`config.mk`:
```
export PLATFORM = sky130hd
export DESIGN_NAME = servo_angle_command_parser
export DESIGN_NICKNAME = d
export VERILOG_FILES = /design/src/rtl/sacp_pkg.sv /design/src/rtl/sacp_in_stage.sv /design/src/rtl/sacp_parser.sv /design/src/rtl/sacp_out_stage.sv /design/src/rtl/servo_angle_command_parser.sv
export SDC_FILE = /design/constraint.sdc
export NUM_CORES = 1
export LEC_CHECK = 0
export BUFFER_PORTS_ARGS = -buffer_cell sky130_fd_sc_hd__buf_4
export CORE_AREA = 2 2 136 138
export CTS_BUF_LIST = sky130_fd_sc_hd__clkbuf_2
export DETAILED_ROUTE_END_ITERATION = 16
export DIE_AREA = 0 0 138 140
export PLACE_DENSITY_LB_ADDON = 0.1
export SKIP_CTS_REPAIR_TIMING = 1
export SYNTH_ARGS = -nofsm -noshare
export SYNTH_HDL_FRONTEND = slang
export SYNTH_SLANG_ARGS = --single-unit
```
`constraint.sdc`:
```
create_clock -name clk -period 14.7 [get_ports clk]
set_input_delay 2.94 -clock clk [delete_from_list [all_inputs] [get_ports clk]]
set_output_delay 2.94 -clock clk [all_outputs]
set_load 0.05 [all_outputs]
```
`src/rtl/sacp_pkg.sv`:
```
package sacp_pkg;

  localparam int unsigned LINE_BYTES_DEF = 32;

  localparam int unsigned ANGLE_MAX = 180;
  localparam logic [7:0] MAG_SAT = 8'd181;
  localparam logic [9:0] COMPARE_RESET = 10'd375;
  localparam logic [9:0] COMPARE_BASE = 10'd125;

  // angle * 500 / 180 is angle * 25 / 9; 25 * round(2^16 / 9) gives an exact floor up to 180.
  localparam logic [17:0] COMPARE_RECIP = 18'd182050;
  localparam int unsigned COMPARE_SHIFT = 16;

  localparam logic [7:0] CH_NUL = 8'h00;
  localparam logic [7:0] CH_TAB = 8'h09;
  localparam logic [7:0] CH_LF = 8'h0A;
  localparam logic [7:0] CH_VT = 8'h0B;
  localparam logic [7:0] CH_FF = 8'h0C;
  localparam logic [7:0] CH_CR = 8'h0D;
  localparam logic [7:0] CH_SPACE = 8'h20;
  localparam logic [7:0] CH_PLUS = 8'h2B;
  localparam logic [7:0] CH_MINUS = 8'h2D;
  localparam logic [7:0] CH_ZERO = 8'h30;
  localparam logic [7:0] CH_NINE = 8'h39;

  typedef enum logic [2:0] {
    PH_LEAD = 3'd0,
    PH_SIGN = 3'd1,
    PH_DIGITS = 3'd2,
    PH_TRAIL = 3'd3,
    PH_NUM_END = 3'd4,
    PH_BAD = 3'd5,
    PH_EMPTY_END = 3'd6
  } phase_t;

  typedef enum logic [1:0] {
    ST_OK = 2'd0,
    ST_EMPTY = 2'd1,
    ST_INVALID = 2'd2
  } status_t;

  typedef struct packed {
    status_t status;
    logic [7:0] angle;
    logic [9:0] compare_value;
  } result_t;

  function automatic logic [9:0] compare_of(input logic [7:0] ang);
    logic [25:0] prod;
    begin
      prod = 26'(ang) * 26'(COMPARE_RECIP);
      return COMPARE_BASE + 10'(prod >> COMPARE_SHIFT);
    end
  endfunction

endpackage

```
`src/rtl/sacp_in_stage.sv`:
```
module sacp_in_stage
  import sacp_pkg::*;
(
  input  logic       clk,
  input  logic       rst,
  input  logic       in_valid,
  output logic       in_ready,
  input  logic [7:0] rx_byte,
  input  logic       advance,
  output logic       held_valid,
  output logic [7:0] held_byte
);

  logic held_valid_next;

  assign in_ready = !held_valid || advance;

  always_comb begin
    held_valid_next = held_valid;
    if (in_ready) begin
      held_valid_next = in_valid;
    end
  end

  always_ff @(posedge clk) begin
    if (rst) begin
      held_valid <= 1'b0;
    end else begin
      held_valid <= held_valid_next;
    end
  end

  always_ff @(posedge clk) begin
    if (in_valid && in_ready) begin
      held_byte <= rx_byte;
    end
  end

endmodule

```
`src/rtl/sacp_parser.sv`:
```
module sacp_parser
  import sacp_pkg::*;
#(
  parameter int unsigned LINE_BYTES = LINE_BYTES_DEF
) (
  input  logic       clk,
  input  logic       rst,
  input  logic       step,
  input  logic [7:0] rx_char,
  output logic       line_end,
  output result_t    result
);

  localparam int unsigned CNT_W = $clog2(LINE_BYTES);
  localparam logic [CNT_W-1:0] CNT_MAX = CNT_W'(LINE_BYTES - 1);

  logic [CNT_W-1:0] line_count, line_count_next;
  phase_t           parse_phase, parse_phase_next;
  logic             negative_sign, negative_sign_next;
  logic [7:0]       magnitude, magnitude_next;
  logic             non_blank_seen, non_blank_seen_next;
  logic [9:0]       held_compare, held_compare_next;

  logic       is_crlf, is_digit, is_blank, is_vf;
  logic [3:0] digit;
  logic [11:0] mag_acc;
  status_t    line_status;
  logic [7:0] line_angle;

  assign is_crlf  = (rx_char == CH_CR) || (rx_char == CH_LF);
  assign is_digit = (rx_char >= CH_ZERO) && (rx_char <= CH_NINE);
  assign is_blank = (rx_char == CH_SPACE) || (rx_char == CH_TAB);
  assign is_vf    = (rx_char == CH_VT) || (rx_char == CH_FF);
  assign digit    = 4'(rx_char - CH_ZERO);
  assign mag_acc  = {1'b0, magnitude, 3'b000} + {3'b000, magnitude, 1'b0} + 12'(digit);

  assign line_end = is_crlf && (line_count != '0);

  always_comb begin
    line_status = ST_INVALID;
    line_angle  = 8'd0;
    case (parse_phase)
      PH_LEAD: begin
        line_status = non_blank_seen ? ST_INVALID : ST_EMPTY;
      end
      PH_EMPTY_END: begin
        line_status = ST_EMPTY;
      end
      PH_DIGITS, PH_TRAIL, PH_NUM_END: begin
        if ((magnitude > 8'(ANGLE_MAX)) || (negative_sign && (magnitude != 8'd0))) begin
          line_status = ST_INVALID;
        end else begin
          line_status = ST_OK;
          line_angle  = magnitude;
        end
      end
      default: begin
        line_status = ST_INVALID;
      end
    endcase
  end

  always_comb begin
    result.status        = line_status;
    result.angle         = line_angle;
    result.compare_value = (line_status == ST_OK) ? compare_of(line_angle) : held_compare;
  end

  always_comb begin
    line_count_next     = line_count;
    parse_phase_next    = parse_phase;
    negative_sign_next  = negative_sign;
    magnitude_next      = magnitude;
    non_blank_seen_next = non_blank_seen;
    held_compare_next   = held_compare;
    if (step) begin
      if (!is_crlf) begin
        if (line_count < CNT_MAX) begin
          line_count_next = line_count + 1'b1;
          case (parse_phase)
            PH_LEAD: begin
              if (rx_char == CH_NUL) begin
                parse_phase_next = non_blank_seen ? PH_BAD : PH_EMPTY_END;
              end else if (is_blank) begin
                parse_phase_next = PH_LEAD;
              end else if (is_vf) begin
                non_blank_seen_next = 1'b1;
              end else begin
                non_blank_seen_next = 1'b1;
                if ((rx_char == CH_PLUS) || (rx_char == CH_MINUS)) begin
                  negative_sign_next = (rx_char == CH_MINUS);
                  parse_phase_next   = PH_SIGN;
                end else if (is_digit) begin
                  magnitude_next   = 8'(digit);
                  parse_phase_next = PH_DIGITS;
                end else begin
                  parse_phase_next = PH_BAD;
                end
              end
            end
            PH_SIGN: begin
              if (is_digit) begin
                magnitude_next   = 8'(digit);
                parse_phase_next = PH_DIGITS;
              end else begin
                parse_phase_next = PH_BAD;
              end
            end
            PH_DIGITS: begin
              if (is_digit) begin
                magnitude_next = (mag_acc > 12'(ANGLE_MAX)) ? MAG_SAT : mag_acc[7:0];
              end else if (is_blank) begin
                parse_phase_next = PH_TRAIL;
              end else if (rx_char == CH_NUL) begin
                parse_phase_next = PH_NUM_END;
              end else begin
                parse_phase_next = PH_BAD;
              end
            end
            PH_TRAIL: begin
              if (rx_char == CH_NUL) begin
                parse_phase_next = PH_NUM_END;
              end else if (!is_blank) begin
                parse_phase_next = PH_BAD;
              end
            end
            PH_NUM_END, PH_BAD, PH_EMPTY_END: begin
              parse_phase_next = parse_phase;
            end
            default: begin
              parse_phase_next = PH_BAD;
            end
          endcase
        end
      end else if (line_count != '0) begin
        held_compare_next   = result.compare_value;
        line_count_next     = '0;
        parse_phase_next    = PH_LEAD;
        negative_sign_next  = 1'b0;
        magnitude_next      = 8'd0;
        non_blank_seen_next = 1'b0;
      end
    end
  end

  always_ff @(posedge clk) begin
    if (rst) begin
      line_count     <= '0;
      parse_phase    <= PH_LEAD;
      negative_sign  <= 1'b0;
      magnitude      <= 8'd0;
      non_blank_seen <= 1'b0;
      held_compare   <= COMPARE_RESET;
    end else begin
      line_count     <= line_count_next;
      parse_phase    <= parse_phase_next;
      negative_sign  <= negative_sign_next;
      magnitude      <= magnitude_next;
      non_blank_seen <= non_blank_seen_next;
      held_compare   <= held_compare_next;
    end
  end

  a_count_bounded: assert property (@(posedge clk) disable iff (rst)
    line_count <= CNT_MAX)
    else $error("Line length count beyond the stored limit.");

  a_mag_bounded: assert property (@(posedge clk) disable iff (rst)
    magnitude <= MAG_SAT)
    else $error("Magnitude beyond the saturation value.");

  a_compare_held: assert property (@(posedge clk) disable iff (rst)
    !(step && line_end && (line_status == ST_OK)) |=> $stable(held_compare))
    else $error("Compare value changed without a valid line.");

endmodule

```
`src/rtl/sacp_out_stage.sv`:
```
module sacp_out_stage
  import sacp_pkg::*;
(
  input  logic    clk,
  input  logic    rst,
  input  logic    load,
  input  result_t result_in,
  input  logic    out_ready,
  output logic    out_valid,
  output logic    out_free,
  output result_t result_out
);

  logic out_valid_next;

  assign out_free = !out_valid || out_ready;

  always_comb begin
    out_valid_next = out_valid;
    if (load) begin
      out_valid_next = 1'b1;
    end else if (out_ready) begin
      out_valid_next = 1'b0;
    end
  end

  always_ff @(posedge clk) begin
    if (rst) begin
      out_valid <= 1'b0;
    end else begin
      out_valid <= out_valid_next;
    end
  end

  always_ff @(posedge clk) begin
    if (load) begin
      result_out <= result_in;
    end
  end

endmodule

```
`src/rtl/servo_angle_command_parser.sv`:
```
// Servo angle command parser. Received characters arrive on the input channel
// (in_valid, in_ready, rx_byte), one per transfer. A carriage return or line feed
// closes a non-empty line, which produces one result transfer on the output
// channel (out_valid, out_ready, status, angle, compare_value); a line end with
// nothing before it and every other character produce none.
// A character goes into an input register and is parsed from there; a line's
// result is registered in the output register when its line end is taken from it.
// One character can be taken in every cycle; the per-character parse update and
// the line-end decision each fit between the input register and the result
// register, and the compare value comes from one constant multiplication.
// While a result waits on out_ready, further characters are still taken unless
// the held character would itself close a line; then in_ready falls until the
// waiting result is transferred.
// Reset empties both registers, clears the line state and sets the compare value
// to 375, the setting for 90 degrees.
module servo_angle_command_parser
  import sacp_pkg::*;
#(
  parameter int unsigned LINE_BYTES = LINE_BYTES_DEF
) (
  input  logic       clk,
  input  logic       rst,
  input  logic       in_valid,
  output logic       in_ready,
  input  logic [7:0] rx_byte,
  output logic       out_valid,
  input  logic       out_ready,
  output logic [1:0] status,
  output logic [7:0] angle,
  output logic [9:0] compare_value
);

  logic       held_valid;
  logic [7:0] held_byte;
  logic       line_end;
  logic       out_free;
  logic       advance;
  result_t    line_result;
  result_t    out_result;

  assign advance = held_valid && (!line_end || out_free);

  sacp_in_stage u_in_stage (
    .clk       (clk),
    .rst       (rst),
    .in_valid  (in_valid),
    .in_ready  (in_ready),
    .rx_byte   (rx_byte),
    .advance   (advance),
    .held_valid(held_valid),
    .held_byte (held_byte)
  );

  sacp_parser #(
    .LINE_BYTES(LINE_BYTES)
  ) u_parser (
    .clk     (clk),
    .rst     (rst),
    .step    (advance),
    .rx_char (held_byte),
    .line_end(line_end),
    .result  (line_result)
  );

  sacp_out_stage u_out_stage (
    .clk       (clk),
    .rst       (rst),
    .load      (advance && line_end),
    .result_in (line_result),
    .out_ready (out_ready),
    .out_valid (out_valid),
    .out_free  (out_free),
    .result_out(out_result)
  );

  assign status        = out_result.status;
  assign angle         = out_result.angle;
  assign compare_value = out_result.compare_value;

  a_angle_ok: assert property (@(posedge clk) disable iff (rst)
    (out_valid && (out_result.status == ST_OK)) |-> (angle <= 8'(ANGLE_MAX)))
    else $error("Accepted angle above the servo range.");

  a_angle_zero: assert property (@(posedge clk) disable iff (rst)
    (out_valid && (out_result.status != ST_OK)) |-> (angle == 8'd0))
    else $error("Angle not zero on a rejected line.");

  a_compare_range: assert property (@(posedge clk) disable iff (rst)
    out_valid |-> ((compare_value >= COMPARE_BASE) && (compare_value <= 10'd625)))
    else $error("Compare value outside the pulse range.");

  a_no_overwrite: assert property (@(posedge clk) disable iff (rst)
    (out_valid && !out_ready) |-> !(advance && line_end))
    else $error("Waiting result overwritten.");

endmodule
```
==> results_dict.tcl <==
set metrics [dict create \
    clock_latency_ps 580 \
    dominantRegCellSynth "dfxtp_1" \
    min_to "u_parser.held_compare[0]" \
    worstRegToRegCells 19 \
    cts.sinks 58 \
    setup_ws_ps 7670 \
    grt_pass1_vias 4344 \
    drt_pass1_iterations 4 \
    drv_cap 0 \
    rsz0062_at_grt "no" \
    synth.top_cell.area_share_pct 17.5 \
    cp_max_fo 16 \
    dieWidth_microns 138 \
    post-dp-hpwl_microns 10300 \
    num-nets-final 723 \
    dieArea_sq_mm 0.0193 \
    setup-tns-final_ps 0 \
    htreeDepth 3 \
    clock_path_buffers 2 \
    finalMaxSlewViolations 0 \
    status "complete, no violations" \
    worst_pin_slew_ps 1030 \
    synth_nets 698 \
    worstSetupPathType "reg2reg" \
    cp-start-kind "register" \
    hold_path_depth 1 \
    synthCells 590 \
    final_cell_area_sq_mm 0.00592 \
    power.leakage_nw 2.79 \
    routed_wirelength_microns 13000 \
    wl_per_cell_microns 15.3 \
    mappedNetlistArea_sq_mm 0.00530 \
    grt_max_degree 31 \
    crit_arrival_ps 7340 \
    vias 4328 \
    drc 0 \
    synth_common_cells "ha_1, inv_1, nand2_1" \
    hold_viol 0 \
    hold_path.class "reg2reg" \
    rows 49 \
    final_layout_size_suffix_gt1_share_pct 10.8 \
    clock_skew_ps 58.5 \
    r2r-end "u_out_stage.result_out[9]" \
    syn_avg_cell_area_sq_um 8.98 \
    dpl.cell_count 833 \
    area_growth_pct 11.9 \
    synth.most_common_cell "ha_1" \
    yosysTopAreaCell "ha_1" \
    r2r_start "u_parser.parse_phase[2]" \
    min_period_ps 7030 \
    yosys_warnings 0 \
    synth_area_leaders "ha_1, edfxtp_1, dfxtp_1, fa_1, inv_1" \
    start_util_pct 29.8 \
    fp.dieH_microns 140 \
    drtIter0Drc 235 \
    fin_cells 850 \
    fillers 1857 \
    async_reset_ff_share_pct 0 \
    yosysUniqueCellTypes 67 \
    critPathLaunch "u_parser.parse_phase[2]" \
    drtAntennaViolNets 0 \
    grt-ovfl-total 0 \
    clock-root-buffer "clkbuf_2" \
    synth-edff-count 28 \
    gp_congestion 0.893 \
    setup_viol 0 \
    antenna_found_initial 1 \
    max_freq_ghz 0.142 \
    cp_data_required_time_ps 15020 \
    placement.io_buffers 33 \
    clk_pin_slew_ps 260 \
    p_total_mw 0.365 \
    powerDensity_mw_per_mm2 61.7 \
    boundaryPins 34 \
    place_ws_ps 7670 \
    cts_tree "built" \
    vdd_ir_drop_max_mv 0.0329 \
    grt_pass1_wl_microns 22000 \
    synth-seq-cells 58 \
    grt_usage_pct 14.0 \
    relSlewSlack_pct 31.0 \
    regToRegSetupSlack_ps 7670 \
    hp-start "u_parser.held_compare[0]" \
    core_sq_mm 0.0178 \
    placed_area_sq_mm 0.00575 \
    yosysSeqAreaShare_pct 27.2 \
    fin_crit_sh_pct 47.8 \
    vias_per_cell 5.09 \
    numCtsBuffers 9 \
    cp-end-kind "register" \
]
## placed cells by master, fill, tap and decap left out, types with 3 or more instances in the layout
master and instances:
inv_1 71, nor3b_1 5, nand3_1 10, and2_1 8, o21ai_0 25, dfxtp_1 30
or4_1 3, o22a_1 3, o211a_1 3, nand2b_1 13, nand3b_1 4, xnor2_1 12
nor3_1 23, o31a_1 6, clkbuf_2 9, nor2b_1 7, o211ai_1 4, nand2_1 44
a2bb2oi_1 3, nand4_1 7, nor4_1 3, a211o_1 3, fa_1 22, buf_4 33
a21oi_1 34, xor2_1 5, edfxtp_1 28, and3_1 6, ha_1 74, o22ai_1 6
a31oi_1 8, a31o_2 3, a21o_1 6, or3_1 6, o21a_1 4, bufinv_16 3
o2111ai_1 5, nor2_1 31
## sequential cells by signal (all words and copies together) (netlist names)
register                 count
u_parser.non_blank_seen      1
u_out_stage.result_out      20
u_in_stage.held_valid        1
u_parser.negative_sign       1
u_out_stage.out_valid        1
u_parser.magnitude           8
u_parser.held_compare       10
u_in_stage.held_byte         8
u_parser.line_count          5
u_parser.parse_phase         3
## critical path: stages (launching register included)
cell and delay, ps:
dfxtp_1 650, nor3b_1 340, or2_2 180, and3_1 600, and2_1 330, ha_1 300
inv_1 110, ha_1 240, ha_1 300, fa_1 510, fa_1 480, ha_1 400
a21o_1 240, o21bai_1 200, or4b_2 680, a2bb2oi_1 180, xnor2_1 240, nor3b_1 530
o31a_1 200, nand3_1 70
## power by group
part	internal, mW	switching [mW]
clock network	0.0752	0.0780
registers	0.173	0.00624
logic	0.0131	0.0195
total	0.262	0.104
## metrics by stage
stage / hold slack [ps] / util (%)
after floorplan: 435 / -
after global placement: 447 / 32.4
after detailed placement: 449 / 32.4
after CTS: 505 / 33.3
after global routing: 532 / 33.3
final: 498 / 33.3
## area by class of cell
| class | instances | area, sq um | share of cell area [%] |
|---|---|---|---|
| diodes | 1 | 2.50 | 0.0422 |
| clock buffers | 9 | 45.0 | 0.760 |
| clock inverters | 7 | 125 | 2.11 |
| inverters | 71 | 267 | 4.50 |
| multi-input cells | 442 | 3510 | 59.2 |
| flip-flops and latches | 58 | 1440 | 24.3 |
| well taps | 229 | 287 | 4.84 |
| repair buffers | 33 | 248 | 4.18 |
## kinds of logic (layout without fill, tap and decap cells)
group	after synthesis	after routing	synth area share, %
other	1	2	0.0708
adder cells (fa/ha/maj)	96	96	25.8
AND/OR/NAND/NOR	181	181	18.0
multiplexers	2	2	0.378
buffers and inverters	90	120	6.52
flip-flops	58	58	27.2
AO/OA/AOI/OAI	145	145	19.2
XOR/XNOR	17	17	2.81
## worst max-delay path by stage
stage,endpoint,cells after the start,slack (ps)
final,u_out_stage.result_out[9],19,7670
after global routing,u_out_stage.result_out[8],21,7150
after CTS,u_out_stage.result_out[8],19,7650
after detailed placement,u_out_stage.result_out[8],19,7670
after global placement,u_out_stage.result_out[8],21,7710
after floorplan,in_ready,2,8170
## routing by layer
layer | global-route usage [%] | share of wire (%) | vias to the layer above
met1 | 18.1 | 48 | 2058
met4 | 4.35 | 1.6 | 0
met3 | 2.60 | 3.4 | 13
met2 | 23.9 | 47 | 77
met5 | 0 | 0 | -
li1 | - | - | 2180
Power figures use the tool's default switching activity.
